<file path="config.mk">
export PLATFORM = sky130hd
export DESIGN_NAME = fcmac_accum
export DESIGN_NICKNAME = d
export VERILOG_FILES = /design/src/design/fcmac_pkg.sv /design/src/design/fcmac_accum.sv
export SDC_FILE = /design/constraint.sdc
export NUM_CORES = 1
export LEC_CHECK = 0
export BUFFER_PORTS_ARGS = -buffer_cell sky130_fd_sc_hd__buf_4
export CAP_MARGIN = 5
export CORE_UTILIZATION = 47
export DETAILED_ROUTE_END_ITERATION = 8
export PLACE_DENSITY_LB_ADDON = 0.12
export SYNTH_ARGS = -nofsm -noshare
export SYNTH_HDL_FRONTEND = slang
export SYNTH_SLANG_ARGS = --single-unit
export TNS_END_PERCENT = 10
</file>
<file path="constraint.sdc">
create_clock -name clk -period 51.5 [get_ports clk]
set_input_delay 12.875 -clock clk [delete_from_list [all_inputs] [get_ports clk]]
set_output_delay 12.875 -clock clk [all_outputs]
set_load 0.005 [all_outputs]
</file>
<file path="src/design/fcmac_pkg.sv">
`default_nettype none

package fcmac_pkg;

    localparam int ROW_LANES  = 8;
    localparam int DATA_BITS  = 16;
    localparam int PROD_BITS  = 2 * DATA_BITS;
    localparam int SUM_BITS   = 48;
    localparam int PAIRS      = ROW_LANES / 2;
    localparam int PAIR_BITS  = $clog2(PAIRS);
    localparam int LANE_BITS  = $clog2(ROW_LANES);
    localparam int MAX_COLS   = 4096;
    localparam int COUNT_BITS = $clog2(MAX_COLS);
    localparam int COLS_BITS  = COUNT_BITS + 1;

    typedef logic signed [DATA_BITS-1:0] data_t;
    typedef logic signed [PROD_BITS-1:0] prod_t;
    typedef logic signed [SUM_BITS-1:0]  sum_t;
    typedef logic [COLS_BITS-1:0]        cols_t;
    typedef logic [COUNT_BITS-1:0]       count_t;
    typedef logic [PAIR_BITS-1:0]        pair_t;
    typedef logic [LANE_BITS-1:0]        lane_t;

    typedef struct packed {
        data_t feature;
        data_t weight_0;
        data_t weight_1;
        data_t weight_2;
        data_t weight_3;
        data_t weight_4;
        data_t weight_5;
        data_t weight_6;
        data_t weight_7;
    } fcmac_in_t;

    typedef struct packed {
        sum_t  sum_even;
        sum_t  sum_odd;
        pair_t pair_index;
        logic  last;
    } fcmac_out_t;

    // travels alongside the data of each pipeline stage
    typedef struct packed {
        logic valid;
        logic tile_end;
    } stage_ctl_t;

endpackage

`default_nettype wire

</file>
<file path="src/design/fcmac_accum.sv">
`default_nettype none

module fcmac_accum
    import fcmac_pkg::*;
(
    input  wire logic       clk,
    input  wire logic       rst_n,
    input  wire stage_ctl_t ctl,
    input  wire prod_t      prod [ROW_LANES],
    output logic            take,
    output logic            out_valid,
    input  wire logic       out_stall,
    output fcmac_out_t      out_item
);

    sum_t  acc_reg  [ROW_LANES];
    sum_t  sum_new  [ROW_LANES];
    sum_t  bank_reg [ROW_LANES];
    logic  bank_valid_reg;
    pair_t pair_reg;
    logic  step;
    logic  last_pair;
    logic  out_done;

    // a tile end waits here while the previous tile is still being sent
    assign take = !ctl.valid || !ctl.tile_end || !bank_valid_reg;
    assign step = ctl.valid && take;

    always_comb
    begin
        for (int i = 0; i < ROW_LANES; i++)
        begin
            sum_new[i] = acc_reg[i] + SUM_BITS'(prod[i]);
        end
    end

    assign last_pair = (pair_reg == pair_t'(PAIRS - 1));
    assign out_done  = bank_valid_reg && !out_stall;

    always_ff @(posedge clk or negedge rst_n)
    begin
        if (!rst_n)
        begin
            for (int i = 0; i < ROW_LANES; i++)
            begin
                acc_reg[i] <= '0;
            end
            bank_valid_reg <= 1'b0;
            pair_reg       <= '0;
        end
        else
        begin
            if (step)
            begin
                for (int i = 0; i < ROW_LANES; i++)
                begin
                    acc_reg[i] <= ctl.tile_end ? '0 : sum_new[i];
                end
            end
            if (step && ctl.tile_end)
            begin
                bank_valid_reg <= 1'b1;
                pair_reg       <= '0;
            end
            else if (out_done)
            begin
                if (last_pair)
                begin
                    bank_valid_reg <= 1'b0;
                    pair_reg       <= '0;
                end
                else
                begin
                    pair_reg <= pair_reg + pair_t'(1);
                end
            end
        end
    end

    always_ff @(posedge clk)
    begin
        if (step && ctl.tile_end)
        begin
            for (int i = 0; i < ROW_LANES; i++)
            begin
                bank_reg[i] <= sum_new[i];
            end
        end
    end

    assign out_valid           = bank_valid_reg;
    assign out_item.sum_even   = bank_reg[lane_t'({pair_reg, 1'b0})];
    assign out_item.sum_odd    = bank_reg[lane_t'({pair_reg, 1'b1})];
    assign out_item.pair_index = pair_reg;
    assign out_item.last       = last_pair;

endmodule

`default_nettype wire

</file>
Word-level counts from Yosys, hierarchy flattened
Memory sizes are Yosys's and may differ from the RTL's.
Cells that the tools add are included.
{"block": "classes", "n_addsub": 9, "multipliers": 0, "n_div": 0, "order_cmp": 0, "eq_ne": 1, "shift": 0, "muxes": 16, "n_bitwise": 0, "n_reduce_logical": 12}
{"op": "48-bit by 32-bit adder with 48-bit output", "count": 8}
{"op": "48-bit 2-to-1 mux", "count": 8}
{"op": "2-bit 2-to-1 mux", "count": 3}
{"op": "1-bit 2-to-1 mux", "count": 5}
{"op": "1-bit zero test", "count": 4}
{"op": "2-bit nonzero test", "count": 2}
{"op": "1-bit logical AND", "count": 3}
{"op": "2-bit by 1-bit adder with 2-bit output, second input constant", "count": 1}
{"op": "2-bit equality test, second input constant", "count": 1}
{"op": "1-bit logical OR", "count": 2}
{"op": "2-bit AND reduction", "count": 1}
{"block": "word_totals", "register_bits": 387, "latch_bits": 0, "ramBits": 384, "romBits": 0, "inputBits": 261, "output_inout_bits": 101, "word_cells": 49, "n_memories": 1}
{"name": "bank_reg", "words": 8, "width": 48, "rd": 2, "rd_ports_with_merged_regs": 0, "wr": 8, "line_no": "fcmac_accum.sv:18", "text": "sum_t bank_reg [ROW_LANES];"}

Logic depth before layout (Yosys ltp)
{"block": "depth", "ltp_word": 7, "mapped_depth": 14, "depth_no_buf": 14}

Worst setup path after synthesis
No wires, ideal clock.
{"block": "synth_path", "kind": "input to register", "from": "input port ctl[1] (netlist name)", "to": "memory bank_reg[0][0] (netlist name), enable pin", "setup_ns": 1.144, "arrival_time_ns": 29.412, "required_ns": 50.356, "path_slack_ns": 20.944, "path_stages": 4, "n_path_buf": 2, "path_cell_list": "clkbuf_1 > nand2_1 > clkbuf_1 > nor2_1"}
{"item": "from (decl)", "line_no": "fcmac_accum.sv:8", "text": "input wire stage_ctl_t ctl,"}
{"item": "to (decl)", "line_no": "fcmac_accum.sv:18"}

Worst setup path in the final report
{"block": "layout_path", "from": "input port ctl[1] (netlist name)", "to": "output port take"}
{"block": "layout_between", "elab_chain_len": 3}
{"item": "1-bit zero test", "line_no": "fcmac_accum.sv:26", "text": "assign take = !ctl.valid || !ctl.tile_end || !bank_valid_reg;"}
{"item": "1-bit logical OR (2 in series)", "line_no": "fcmac_accum.sv:26"}
{"item": "to (decl)", "line_no": "fcmac_accum.sv:10", "text": "output logic take,"}
No other way between the ends.

==> flow_metrics.tcl <==
set metrics [dict create \
    dp.cells 5823 \
    syn_nets 4999 \
    hold_buffers 0 \
    row_count 116 \
    cts_buffer_depth 3 \
    p_sw_uw 1370 \
    routed-via-count 36600 \
    drc 0 \
    drt-vias-per-instance 6.09 \
    clk_pin_slew_worst_paths_ns 0.06 \
    clock_latency_ns 0.67 \
    timing.hold.ws_ns 0.472 \
    routed_wl_um 139000 \
    gp_congestion 0.965 \
    die-height_um 320 \
    grt_pass1_wl_um 213000 \
    crit_fanout 34 \
    port_buffers 361 \
    reg2reg_depth 11 \
    drive_gt1_frac 0.142 \
    pwr-share-seq 0.305 \
    synth_cells 4353 \
    path_buf_inv 2 \
    end_kind "primary output" \
    yosys.cell_count.top_type "dfrtp_1" \
    worst_pin_slew_ns 1.16 \
    synth_area_leaders "edfxtp_1 (24%), dfrtp_1 (20%), ha_1 (9.9%), a22o_1 (6.4%), mux4_2 (4.5%)" \
    grt_use_total 0.269 \
    drv_cap 0 \
    critical_path_class "in -> out" \
    ios 362 \
    avgSynthCellArea_um2 10.9 \
    setup_slack_ns 24.98 \
    power.leakage_uw 0.0242 \
    drtAntennaViolNets 0 \
    synth_top_area_frac 0.242 \
    synth_edf_count 384 \
    die-area_um2 103000 \
    start_kind "input port" \
    critPathSlowestCell "buf_4" \
    drt_iter0_markers 3071 \
    vdd_ir_drop_max_mv 0.0345 \
    power_density_nw_per_um2 63.1 \
    synthFlopType "dfrtp_1" \
    crit_path_max_incr_delay_ns 0.46 \
    intPower_uw 2060 \
    critPathArrivalTime_ns 13.64 \
    rsz0062_at_grt "false" \
    min_path_cells 2 \
    crit_chain "buf_4, nand3_1, buf_4" \
    final_net_count 5264 \
    synth.distinct_cells 83 \
    critPathTopFamily "buffers and inverters" \
    clock_sinks 771 \
    max_freq_mhz 37.7 \
    yosys.area.top_type "edfxtp_1" \
    ys_ff_latch 771 \
    floorplan.initialDensity 0.475 \
    coreArea_um2 100000 \
    critical_path_required_ns 38.62 \
    tritoncts.num_buffers 91 \
    netlist_area_um2 47600 \
    p_total_uw 3440 \
    hold_violations 0 \
    grt_pass1_vias 35500 \
    fin_setup_tns_ns 0 \
    critPathMostFrequentCell "buf_4" \
    setup_viol 0 \
    cts_root_buf "clkbuf_16" \
    post_cts_buffers 0 \
    p_sw_frac 0.400 \
    cts_tree "built" \
    max_slew_margin 0.227 \
    hpwl_um 101000 \
    hp-class "reg -> reg" \
    skew_ns 0.0301 \
    pre_cts_ws_ns 24.98 \
    post_cts_resized 0 \
    fin_crit_ns 26.52 \
    die_w_um 320 \
    p_comb_frac 0.500 \
    fin_cells 6004 \
    htreeDepth 3 \
    grt_antenna_before_repair 11 \
    grt_max_degree 190 \
    status "complete, no violations" \
    fin_crit_sh 0.515 \
    yosys_warnings 0 \
    asyncSetResetFlopFracSynth 0.502 \
    overflow 0 \
    synthTopCellsByCount "dfrtp_1 (387), edfxtp_1 (384), a21oi_1 (383), ha_1 (377), a22o_1 (345)" \
    firstDrtPassIters 8 \
    area_delta_synth_final_pct 14.4 \
    synth-seq-area-share 0.446 \
    wire_per_inst_um 23.2 \
    cp_num_cells 3 \
    drv_slew 0 \
    power_frac_clock 0.195 \
]
## cells in the final DEF (no fill, tap or decap), drive strengths merged, types with 40 or more instances in the layout
cell type  Yosys  layout
a21o         213     213
a21oi        383     383
a22o         345     345
and3          44      44
buf           19     388
clkbuf       197     124
dfrtp        387     387
edfxtp       384     384
ha           377     377
inv          124     133
mux4          96      96
nand2        265     265
nand2b        40      40
nand3        102     102
nand4         70      70
nor2         164     164
nor2b         49      49
nor3          41      41
o21a          41      41
o21ai        232     232
o21bai        61      61
xnor2        223     223
xor2         132     132
## worst reg2reg max path: stages (launching register included)
cell	delay [ns]
dfrtp_1	0.36
buf_4	0.20
nand2_1	0.16
nand2_4	0.37
nor2_4	0.75
buf_4	0.90
buf_4	0.82
buf_4	0.79
buf_4	0.99
and3_1	0.28
mux2i_1	0.07
o311ai_1	0.09
## power by group through the flow
stage / clock, uW / combinational, uW / sequential, uW
after floorplan: 0 / 1240 / 1020
after global placement: 0 / 1680 / 1050
after detailed placement: 0 / 1690 / 1050
after CTS: 681 / 1700 / 1050
after global routing: 704 / 1880 / 1070
final: 669 / 1720 / 1050
## final timing paths
kind                             start            to  slack (ns)
max reg2reg                  out_valid  acc_reg[239]       45.65
min in group asynchronous        rst_n  acc_reg[101]       12.20
max in group asynchronous        rst_n   pair_reg[0]       37.07
max                             ctl[1]          take       24.98
min reg2reg                acc_reg[50]   acc_reg[50]        0.47
min                        acc_reg[50]   acc_reg[50]        0.47
## cell type report
| type | instances | area (um2) |
|---|---|---|
| sequential | 771 | 21200 |
| clock inverter | 48 | 528 |
| fill | 8756 | 45700 |
| timing repair buffer | 388 | 2930 |
| inverter | 125 | 469 |
| multi-input combinational | 3241 | 25100 |
| antenna | 9 | 22.5 |
| tap | 1298 | 1620 |
| clock buffer | 124 | 2540 |
## through the flow
step | cell area (um2) | util
finish | 54400 | 0.544
global route | 54400 | 0.544
CTS | 54400 | 0.543
detailed placement | 51400 | 0.513
global placement | 51400 | 0.513
floorplan | 47600 | -
## metal layers
layer,track usage,wire length (um),vias up,part of all wire
met5,0,32,-,0.00023
met4,0.0625,2960,4,0.021
met3,0.0445,8640,184,0.062
met2,0.419,63300,1058,0.45
met1,0.392,64500,18000,0.46
li1,-,-,17300,-
## logic make-up after synthesis
group                      count (synthesis)  share of synthesized area
buffers and inverters                    341                     0.0271
DFF                                      771                      0.446
AOI/OAI and AO/OA                       1533                      0.223
xor gates and xnor gates                 356                     0.0658
muxes                                    108                     0.0480
adders and majority gates                385                      0.102
and+or+nand+nor                          859                     0.0882
Note: power is estimated with default switching activity, not from simulation.
