### src/design/fcmac_pkg.sv
`default_nettype none

package fcmac_pkg;

    localparam int ROW_LANES  = 8;
    localparam int DATA_BITS  = 16;
    localparam int PROD_BITS  = 2 * DATA_BITS;
    localparam int SUM_BITS   = 48;
    localparam int PAIRS      = ROW_LANES / 2;
    localparam int PAIR_BITS  = $clog2(PAIRS);
    localparam int LANE_BITS  = $clog2(ROW_LANES);
    localparam int MAX_COLS   = 4096;
    localparam int COUNT_BITS = $clog2(MAX_COLS);
    localparam int COLS_BITS  = COUNT_BITS + 1;

    typedef logic signed [DATA_BITS-1:0] data_t;
    typedef logic signed [PROD_BITS-1:0] prod_t;
    typedef logic signed [SUM_BITS-1:0]  sum_t;
    typedef logic [COLS_BITS-1:0]        cols_t;
    typedef logic [COUNT_BITS-1:0]       count_t;
    typedef logic [PAIR_BITS-1:0]        pair_t;
    typedef logic [LANE_BITS-1:0]        lane_t;

    typedef struct packed {
        data_t feature;
        data_t weight_0;
        data_t weight_1;
        data_t weight_2;
        data_t weight_3;
        data_t weight_4;
        data_t weight_5;
        data_t weight_6;
        data_t weight_7;
    } fcmac_in_t;

    typedef struct packed {
        sum_t  sum_even;
        sum_t  sum_odd;
        pair_t pair_index;
        logic  last;
    } fcmac_out_t;

    // travels alongside the data of each pipeline stage
    typedef struct packed {
        logic valid;
        logic tile_end;
    } stage_ctl_t;

endpackage

`default_nettype wire

### src/design/fcmac_front.sv
`default_nettype none

module fcmac_front
    import fcmac_pkg::*;
(
    input  wire logic       clk,
    input  wire logic       rst_n,
    input  wire logic       cfg_write,
    input  wire cols_t      cfg_data,
    input  wire logic       in_valid,
    output logic            in_stall,
    input  wire fcmac_in_t  in_item,
    input  wire logic       take,
    output data_t           feature,
    output data_t           weight [ROW_LANES],
    output stage_ctl_t      ctl
);

    cols_t      num_cols_reg;
    count_t     count_reg;
    count_t     count_next;
    stage_ctl_t ctl_reg;
    stage_ctl_t ctl_next;
    fcmac_in_t  item_reg;
    cols_t      eff_cols;
    cols_t      seen;
    logic       tile_end;
    logic       accept;

    assign in_stall = ctl_reg.valid && !take;
    assign accept   = in_valid && !in_stall;

    always_comb
    begin
        priority if (num_cols_reg == '0)
        begin
            eff_cols = cols_t'(1);
        end
        else if (num_cols_reg > cols_t'(MAX_COLS))
        begin
            eff_cols = cols_t'(MAX_COLS);
        end
        else
        begin
            eff_cols = num_cols_reg;
        end
    end

    assign seen       = cols_t'(count_reg) + cols_t'(1);
    assign tile_end   = (seen >= eff_cols);
    assign count_next = tile_end ? '0 : seen[COUNT_BITS-1:0];

    always_comb
    begin
        ctl_next = ctl_reg;
        if (accept)
        begin
            ctl_next.valid    = 1'b1;
            ctl_next.tile_end = tile_end;
        end
        else if (take)
        begin
            ctl_next.valid = 1'b0;
        end
    end

    always_ff @(posedge clk or negedge rst_n)
    begin
        if (!rst_n)
        begin
            num_cols_reg <= cols_t'(1);
            count_reg    <= '0;
            ctl_reg      <= '0;
        end
        else
        begin
            if (cfg_write)
            begin
                num_cols_reg <= cfg_data;
            end
            if (accept)
            begin
                count_reg <= count_next;
            end
            ctl_reg <= ctl_next;
        end
    end

    always_ff @(posedge clk)
    begin
        if (accept)
        begin
            item_reg <= in_item;
        end
    end

    assign feature   = item_reg.feature;
    assign weight[0] = item_reg.weight_0;
    assign weight[1] = item_reg.weight_1;
    assign weight[2] = item_reg.weight_2;
    assign weight[3] = item_reg.weight_3;
    assign weight[4] = item_reg.weight_4;
    assign weight[5] = item_reg.weight_5;
    assign weight[6] = item_reg.weight_6;
    assign weight[7] = item_reg.weight_7;
    assign ctl       = ctl_reg;

endmodule

`default_nettype wire

### config.mk
export PLATFORM = sky130hd
export DESIGN_NAME = fcmac_front
export DESIGN_NICKNAME = d
export VERILOG_FILES = /design/src/design/fcmac_pkg.sv /design/src/design/fcmac_front.sv
export SDC_FILE = /design/constraint.sdc
export NUM_CORES = 1
export LEC_CHECK = 0
export ABC_AREA = 1
export BUFFER_PORTS_ARGS = -buffer_cell sky130_fd_sc_hd__buf_2
export CORE_ASPECT_RATIO = 1.25
export CORE_MARGIN = 5
export CORE_UTILIZATION = 25
export CTS_CLUSTER_DIAMETER = 200
export DETAILED_ROUTE_END_ITERATION = 12
export GPL_TIMING_DRIVEN = 0
export PLACE_DENSITY_LB_ADDON = 0.2
export SLEW_MARGIN = 20
export SYNTH_ARGS = -nofsm -noshare
export SYNTH_HDL_FRONTEND = slang
export SYNTH_SLANG_ARGS = --single-unit
export TNS_END_PERCENT = 10
### constraint.sdc
create_clock -name clk -period 5.7 [get_ports clk]
set_clock_uncertainty 0.2 [all_clocks]
set_input_delay 0.285 -clock clk [delete_from_list [all_inputs] [get_ports clk]]
set_output_delay 0.285 -clock clk [all_outputs]
set_load 0.05 [all_outputs]
* After elaboration in Yosys (flattened, before gate mapping)
Index checks and enable logic that the tools add are counted.
Storage, ports and cells: bits in registers 171, word-level logic and storage cells 27, input port bits 162, output and inout bits 147
Cells by class: magnitude comparators 2, add/sub/neg operators 1, multiplexer cells 5, reductions and logical operators 6
Operators by type and width (number):
- $mux 13 | 2
- $add 12x1->13 const B | 1
- $ge 13x13->1 | 1
- $gt 13x13->1 const B | 1
- $logic_not 13->1 | 1
- $mux 12 | 1
- $logic_and 1x1->1 | 2
- $logic_not 1->1 | 2
- $mux 1 | 2
- $reduce_bool 2->1 | 1

* Longest topological paths before layout
Gate-level depths: netlist (run 1).
depth after elaboration 5, gate-level depth with buffers 15, gate-level depth less buffers 14

* Least setup slack after synthesis (run 1)
No wires, ideal clock.
path type register -> register, start point reg ctl_reg (netlist bit ctl[1]), end point reg item_reg (netlist bit feature[0]) (enable), setup slack 1.370 ns, stages on the path, launching flop included 4, path buffers 0, data required time 5.002 ns, library setup time 0.498 ns, clock period less this slack 4.330 ns, arrival 3.633 ns, cells stage by stage dfrtp_1 nand2_2 nand2_2 inv_1
Between the ends: cells in the longest elaborated chain, start to end 3
Ends and longest elaborated chain:
- from (decl) | RTL line fcmac_front.sv:22 | stage_ctl_t ctl_reg;
- from (signal assigned) | RTL line fcmac_front.sv:85 | ctl_reg <= ctl_next;
- $logic_and 1x1->1 | RTL line fcmac_front.sv:30 | assign in_stall = ctl_reg.valid && !take;
- $logic_not 1->1 | RTL line fcmac_front.sv:31 | assign accept = in_valid && !in_stall;
- $logic_and 1x1->1 | RTL line fcmac_front.sv:31
- via accept | RTL line fcmac_front.sv:28 | logic accept;
- to (signal assigned) | RTL line fcmac_front.sv:93 | item_reg <= in_item;
- to (decl) | RTL line fcmac_front.sv:24 | fcmac_in_t item_reg;
The timed path passes the listed nets, and every way through them passes these cells. A chain may end at the register's enable or synchronous reset.

* Worst setup path after layout (run 1)
start point reg count_reg[0], end point reg count_reg[7]
Between the ends: cells in the longest elaborated chain, start to end 3
Ends and longest elaborated chain:
- from (decl) | RTL line fcmac_front.sv:20 | count_t count_reg;
- from (signal assigned) | RTL line fcmac_front.sv:83 | count_reg <= count_next;
- $add 12x1->13 (*) | RTL line fcmac_front.sv:49 | assign seen = cols_t'(count_reg) + cols_t'(1);
- $ge 13x13->1 | RTL line fcmac_front.sv:50 | assign tile_end = (seen >= eff_cols);
- $mux 12 (*) | RTL line fcmac_front.sv:51 | assign count_next = tile_end ? '0 : seen[COUNT_BITS-1:0];
Mark *: on every way between the ends. The rest lies on a longest branch, timed or not.

==> results of run 1 <==
[synthesized netlist by cell type, types with 2 or more instances]
cell,instances
clkbuf_1,3
nor2_2,4
o21ai_0,16
xnor2_2,2
nand2_2,4
xor2_1,3
a21oi_1,4
dfrtp_1,26
nand2_1,89
ha_1,14
inv_1,39
nand3_1,22
nand4_1,7
edfxtp_1,144
nor2_1,8
[stage by stage]
| step | hold WS [ns] | utilization [%] | worst slack (ns) | total power, mW |
|---|---|---|---|---|
| after floorplan | -0.211 | - | 1.37 | 1.92 |
| after global placement | 0.147 | 33.2 | 0.189 | 2.10 |
| after detailed placement | 0.145 | 33.3 | 2.76 | 2.10 |
| after CTS | 0.0548 | 42.6 | 2.74 | 3.40 |
| after global routing | 0.0729 | 42.6 | 2.51 | 3.51 |
| final | 0.0726 | 42.6 | 2.80 | 3.34 |
[report_power, final]
group,internal [mW],total [mW],switching (mW)
logic,0.223,0.653,0.430
registers,1.46,1.51,0.0428
clock network,0.694,1.18,0.490
total,2.38,3.34,0.963
[layout make-up]
class,count,area share (%)
clock buffer,19,4.19
buffer,5,0.290
sequential,171,48.4
clock inverter,13,1.60
timing repair buffer,474,31.1
tap,330,3.99
multi-input combinational,176,8.93
inverter,39,1.49
[path summary, 6_finish.rpt]
kind,startpoint,endpoint,slack [ns],depth (start not counted)
worst min register to register,count_reg[11]$_DFFE_PN0P_,count_reg[11]$_DFFE_PN0P_,0.31,2
max in group asynchronous,rst_n,count_reg[7]$_DFFE_PN0P_,4.68,2
min in group asynchronous,rst_n,num_cols_reg[12]$_DFFE_PN0P_,0.20,2
worst max-delay path,count_reg[0]$_DFFE_PN0P_,count_reg[7]$_DFFE_PN0P_,2.80,14
worst max register to register,count_reg[0]$_DFFE_PN0P_,count_reg[7]$_DFFE_PN0P_,2.80,14
worst min-delay path,in_valid,count_reg[1]$_DFFE_PN0P_,0.07,4
[cell families (layout without fill, tap and decap cells)]
kind of cell,after synthesis,count (layout),synth area share [%]
compound gates,21,21,1.72
xor+xnor,5,5,0.964
fa+ha+maj,14,14,2.87
buf+inv,44,550,2.89
flops,171,171,82.0
simple gates,136,136,9.58
[metal layers]
metal  vias to the layer above  GRT usage (%)  share of wire [%]
li1                       2357              -                  -
met1                      2200           13.8                 36
met2                       196           24.5                 53
met3                        19           5.36                9.4
met4                         0           4.94                1.8
met5                         -              0                  0
[critical path, cell delays in order (launching register included)]
cell and delay (ns):
dfrtp_1 0.47, ha_1 0.37, nand3_1 0.20, inv_1 0.12
nand3_1 0.10, nor3_1 0.18, ha_1 0.27, nand2_1 0.07
inv_1 0.05, nand3_1 0.09, nor2_1 0.08, o21ai_1 0.22
buf_4 0.25, nand3_1 0.10, nand2_1 0.07
==> metrics.csv, run 1 <==
stage;metric;value;unit
outcome;outcome;finished clean;
placement;port bufs;308;
finish;storage element area;0.00500;mm²
die;Die H;185;µm
synth;Mapped Nets;567;
synth;Netlist Area Pre-Place;0.00610;mm²
finish;# diodes;0;
global_route;first-pass GRT wire length;28000;µm
placement;DP HPWL;13900;µm
detailed_routing;Vias/cell;3.89;
setup_path;Max FO, Critical Path;10;
finish;nets;1060;
synth;largest area contributor in the netlist;edfxtp_1;
synth;Syn. warnings;0;
placement;RD Place Congestion;0.779;
synth;syn_area_per_cell;15.6;µm²
clock_network;CTS tree;done;
clock_network;PostCTS Resize Cnt;0;
global_route;grt total ovfl;0;
synth;EDFF count, synth;144;
finish;leading cell type in the layout, fill and taps excluded;buf_2;
detailed_routing;DRC;0;
synth;post-synthesis cell count;391;
clock_network;clock tree buffer depth;2;
clock_network;clock sinks;171;
sta;count of pins over their slew limit;0;
clock_network;clock transition at the registers of the reported paths;0.07;ns
global_route;initial antenna violation count;0;
placement;Placed Instances;1030;
global_route;largest net degree at the start of global routing;91;
die;Ports;309;
detailed_routing;final wirelength;19000;µm
finish;filler cell count;2293;
die;Placement Rows;64;
sta;relative slew slack;58.6;%
setup_path;Setup CP Type;register to register;
clock_network;root buffer cell;clkbuf_16;
die;core footprint;0.0243;mm²
power;PwrDens;323;mW/mm²
finish;Non-Filler Instances;1227;
global_route;vias in the first global route;5016;
job;Max Cap Viol;0;
synth;post-synthesis register bit count;171;
synth;Synth Flop Type;edfxtp_1;
global_route;GRT Total Usage;13.5;%
setup_path;WP data required;5.86;ns
synth;ys async rst share;15.8;%
finish;most frequent cells in the layout;buf_2 (308), dlygate4sd3_1 (165), edfxtp_1 (144);
synth;top-area cell type share of the netlist area;70.9;%
clock_network;CTS Buf Count;17;
die;chip width;150;µm
clock_network;htree depth;4;
detailed_routing;wire per inst;15.5;µm
min_path;Hold WC Path Type;primary input to register;
die;Initial Util;25.1;%
synth;post-synthesis sequential area ratio;82.0;%
detailed_routing;DR iter-0 viols;212;
clock_network;post-cts hold buffer count;165;
detailed_routing;DRT Pass-1 Iters;5;
sta;Tmin final;2.90;ns
finish;share of cells above drive strength 1;39.4;%
sta;RSZ-0062 raised after global routing;no;
setup_path;critical path launch point type;register;
detailed_routing;vias post-DR;4772;
setup_path;crit path capture type;register;
clock_network;post-CTS setup buffer count;0;
sta;maximum clock rate;0.345;GHz
sta;Final Hold Vio Count;0;
finish;fin area;0.0103;mm²
power;Max rail drop VDD;0.202;mV
finish;Area Overhead vs Synth;69.5;%
sta;Worst-Margin Slew;0.622;ns
sta;Final setup violation count;0;
sta;Fin Setup TNS;0;ns
finish;area of the multi-input gates;923;µm²
finish;Largest register FFs;128;
die;die area;0.0276;mm²
synth;Cell variety after synth;21;
setup_path;CP Data Arrival Time;3.06;ns
sta;final worst-path cycle share;50.9;%
power;Static Leak;4.59;nW
detailed_routing;antenna-violating nets left;0;
clock_network;clock latency on the worst-skew pair;0.43;ns
synth;main area contributors after synthesis;edfxtp_1 (71%), dfrtp_1 (11%), nand2_1 (5.5%);
placement;Post-DP Area;0.00809;mm²
Power figures use the tool's default switching activity.
==> run 2: changes to the inputs <==
--- a/config.mk
+++ b/config.mk
@@ -5,7 +5,7 @@
 export SDC_FILE = /design/constraint.sdc
 export NUM_CORES = 1
 export LEC_CHECK = 0
-export ABC_AREA = 1
+export ABC_AREA = 0
 export BUFFER_PORTS_ARGS = -buffer_cell sky130_fd_sc_hd__buf_2
 export CORE_ASPECT_RATIO = 1.25
 export CORE_MARGIN = 5
==> constraint.sdc (replaced) <==
create_clock -name clk -period 2.45 [get_ports clk]
set_clock_uncertainty 0.2 [all_clocks]
set_input_delay 0.1225 -clock clk [delete_from_list [all_inputs] [get_ports clk]]
set_output_delay 0.1225 -clock clk [all_outputs]
set_load 0.05 [all_outputs]
==> run 2 against run 1 <==
  * The flow now finishes with violations (setup timing)
  * Synthesized area decreased by 3.4%
  * Non-clock buffer count increased by 11
  * Clock power increased by 120%
  * Via count decreased by 3.4%
  * Critical path depth decreased by 2
  * Sequential power increased by 130%
  * Power increased by 130%
  * Critical endpoint is now count_reg[6]$_DFFE_PN0P_
==> metrics.csv, run 2 <==
stage;metric;value;unit;change
power;P_int;5.31;mW;was 2.38 mW
sta;Worst-Margin Slew;0.658;ns;was 0.622 ns
die;chip width;147;µm;was 150 µm
finish;most frequent cells in the layout;buf_2 (308), dlygate4sd3_1 (165), edfxtp_1 (144);;unchanged
sta;count of pins over their slew limit;0;;unchanged
clock_network;root buffer cell;clkbuf_16;;unchanged
detailed_routing;vias post-DR;4610;;was 4772
synth;post-synthesis sequential area ratio;84.9;%;was 82.0%
clock_network;clock latency on the worst-skew pair;0.41;ns;was 0.43 ns
synth;post-synthesis register bit count;171;;unchanged
setup_path;Setup CP Type;register to register;;unchanged
global_route;largest net degree at the start of global routing;37;;was 91
setup_path;CP bufs+invs;1;;was 3
placement;DP HPWL;14000;µm;was 13900 µm
power;clock power share;34.4;%;was 35.4%
finish;Largest register FFs;128;;unchanged
sta;Fin Setup TNS;-3.88;ns;was 0 ns
synth;ys async rst share;15.8;%;unchanged
clock_network;CTS tree;done;;unchanged
setup_path;WP data required;2.60;ns;was 5.86 ns
synth;largest area contributor in the netlist;edfxtp_1;;unchanged
power;total power;7.54;mW;was 3.34 mW
setup_path;crit path from;count_reg[1]$_DFFE_PN0P_;;was count_reg[0]$_DFFE_PN0P_
setup_path;reg-to-reg startpoint;count_reg[1]$_DFFE_PN0P_;;was count_reg[0]$_DFFE_PN0P_
sta;Final setup violation count;13;;was 0
outcome;outcome;complete, but fails checks;;was finished clean
synth;post-synthesis cell count;304;;was 391
detailed_routing;Vias/cell;4.16;;was 3.89
global_route;vias in the first global route;4863;;was 5016
finish;share of cells above drive strength 1;49.5;%;was 39.4%
clock_network;clock transition at the registers of the reported paths;0.07;ns;about the same
synth;most common cell in the synthesized netlist;edfxtp_1;;unchanged
synth;main area contributors after synthesis;edfxtp_1 (73%), dfrtp_1 (11%), ha_1 (3.0%);;was edfxtp_1 (71%), dfrtp_1 (11%), nand2_1 (5.5%)
setup_path;Reg2Reg Setup Slack;-0.32;ns;was 2.80 ns
power;Max rail drop VDD;0.452;mV;was 0.202 mV
setup_path;critical path launch point type;register;;unchanged
die;Die H;182;µm;was 185 µm
setup_path;CP Data Arrival Time;2.92;ns;was 3.06 ns
synth;Syn. warnings;0;;unchanged
global_route;GRT Total Usage;14.1;%;was 13.5%
power;Seq pwr share;46.1;%;was 45.0%
detailed_routing;final wirelength;19700;µm;was 19000 µm
synth;Cell variety after synth;32;;was 21
sta;relative slew slack;56.2;%;was 58.6%
synth;Netlist Area Pre-Place;0.00589;mm²;was 0.00610 mm²
global_route;grt total ovfl;0;;unchanged
finish;nets;985;;was 1060
power;Psw;2.22;mW;was 0.963 mW
die;die area;0.0268;mm²;was 0.0276 mm²
finish;leading cell type in the layout, fill and taps excluded;buf_2;;unchanged
global_route;first-pass GRT wire length;28500;µm;was 28000 µm
clock_network;CTS Buf Count;17;;unchanged
global_route;initial antenna violation count;1;;was 0
setup_path;cell depth of the worst setup path;12;;was 14
job;Max Cap Viol;0;;unchanged
clock_network;htree depth;4;;unchanged
power;Static Leak;4.48;nW;was 4.59 nW
detailed_routing;DRT Pass-1 Iters;4;;was 5
detailed_routing;DRC;0;;unchanged
setup_path;worst-path cell chain;ha_4, and4_4, nand3_4, or2_4, nand2_2, ha_4, and4_4, o211a_1, a221o_1, buf_6, nand2b_4, nand2_2;;was ha_1, nand3_1, inv_1, nand3_1, nor3_1, ha_1, nand2_1, inv_1, nand3_1, nor2_1, o21ai_1, buf_4, nand3_1, nand2_1
outcome;failing checks;setup timing;;
synth;syn_area_per_cell;19.4;µm²;was 15.6 µm²
finish;fin util;45.0;%;was 42.6%
sta;Worst Setup Slack, final;-0.320;ns;was 2.80 ns
synth;EDFF count, synth;144;;unchanged
finish;Area Overhead vs Synth;76.6;%;was 69.5%
clock_network;clock sinks;171;;unchanged
sta;final worst-path cycle share;113;%;was 50.9%
sta;RSZ-0062 raised after global routing;yes;;was no
finish;# diodes;0;;unchanged
min_path;Hold WC Path Type;primary input to async pin;;was primary input to register
setup_path;slowest stage delay, CP;0.42;ns;was 0.47 ns
die;core footprint;0.0231;mm²;was 0.0243 mm²
detailed_routing;wire per inst;17.8;µm;was 15.5 µm
setup_path;worst r2r path cells;12;;was 14
synth;Synth Flop Type;edfxtp_1;;unchanged
setup_path;Crit path max-delay family;simple AND/OR/NAND/NOR gates;;unchanged
die;Placement Rows;62;;was 64
synth;Mapped Nets;480;;was 567
sta;Final Hold Vio Count;0;;unchanged
placement;RD Place Congestion;0.770;;was 0.779
die;Initial Util;25.5;%;was 25.1%
detailed_routing;antenna-violating nets left;0;;unchanged
sta;Tmin final;2.77;ns;was 2.90 ns
synth;top cells by count, synth;edfxtp_1 (144), nand2_1 (37), dfrtp_1 (26);;was edfxtp_1 (144), nand2_1 (89), inv_1 (39)
power;PwrDens;724;mW/mm²;was 323 mW/mm²
power;switching fraction of total power;29.5;%;was 28.8%
sta;Hold Slack;0.0698;ns;was 0.0726 ns
setup_path;CP max-delay cell;dfrtp_1;;unchanged
setup_path;Max FO, Critical Path;5;;was 10
synth;top-area cell type share of the netlist area;73.4;%;was 70.9%
die;Ports;309;;unchanged
placement;port bufs;308;;unchanged
sta;maximum clock rate;0.361;GHz;was 0.345 GHz
power;Comb pwr share;19.5;%;about the same
setup_path;crit path capture type;register;;unchanged
setup_path;Reg-to-Reg End;count_reg[6]$_DFFE_PN0P_;;was count_reg[7]$_DFFE_PN0P_
detailed_routing;DR iter-0 viols;231;;was 212
clock_network;clock tree buffer depth;2;;unchanged
-- run 2: cell types whose count changed after synthesis, sizes merged, moves of 6 or more --
cell	change
nand2	-56
inv	-32
nand3	-17
mux2	+12
nor2	-10
nand2b	+8
o21ai	-8
nand4	-6
-- run 2: routing by layer --
metal	vias up	wire length [µm]	global-route usage [%]
met2	205	10400	26.0
met5	-	13	0
met3	29	1830	5.44
met4	2	486	5.48
li1	2163	-	-
met1	2211	6970	14.2
-- run 2: cell families (layout without fill, tap and decap cells) --
logic type               after synthesis  count (layout)  synth area share, %
flip-flops                           171             171                 84.9
AND/OR/NAND/NOR                       65              65                 5.31
AO/OA/AOI/OAI                         22              22                 2.36
adder cells (fa/ha/maj)               14              14                 2.97
multiplexers                          12              12                 2.29
buffers and inverters                 11             528                0.828
XOR/XNOR                               9               9                 1.34
-- run 2: final cells by class --
| cell class | count | area (µm²) |
|---|---|---|
| plain buffers | 4 | 22.5 |
| clock buffers | 17 | 425 |
| clock inverters | 14 | 151 |
| fillers | 2072 | 12700 |
| inverters | 7 | 30.0 |
| multi-input cells | 122 | 1060 |
| flip-flops and latches | 171 | 5010 |
| well taps | 288 | 360 |
| repair buffers | 486 | 3350 |
-- run 2: worst max path at each step --
| stage | end | slack, ns |
|---|---|---|
| final | count_reg[6]$_DFFE_PN0P_ | -0.32 |
| after global routing | count_reg[6]$_DFFE_PN0P_ | -0.40 |
| after CTS | count_reg[5]$_DFFE_PN0P_ | -0.32 |
| after detailed placement | count_reg[8]$_DFFE_PN0P_ | -0.64 |
| after global placement | weight[127]$_DFFE_PP_ | -1.66 |
| after floorplan | feature[0]$_DFFE_PP_ | -0.98 |
-- run 2: through the flow --
stage	instances	cell area [µm²]	worst slack (ns)
CTS	1106	10200	-0.318
global route	1109	10400	-0.396
global placement	900	7810	-1.66
floorplan	304	5910	-0.984
finish	1109	10400	-0.320
detailed placement	904	7890	-0.635
-- run 2: what timing repair did --
action                     CTS  global route
pin swaps                    4            10
buffers inserted             6             2
hold endpoints to repair   187             0
cloned                       0             1
setup endpoints to repair   13            13
hold buffers               165             0
gates resized for setup     15            30
-- run 2: power groups by stage --
stage / registers [mW] / clock network (mW) / logic (mW)
final: 3.48 / 2.59 / 1.47
after global routing: 3.50 / 2.81 / 1.57
after floorplan: 4.00 / 0 / 0.272
after detailed placement: 3.53 / 0 / 1.13
after CTS: 3.47 / 2.69 / 1.43
after global placement: 3.54 / 0 / 1.10
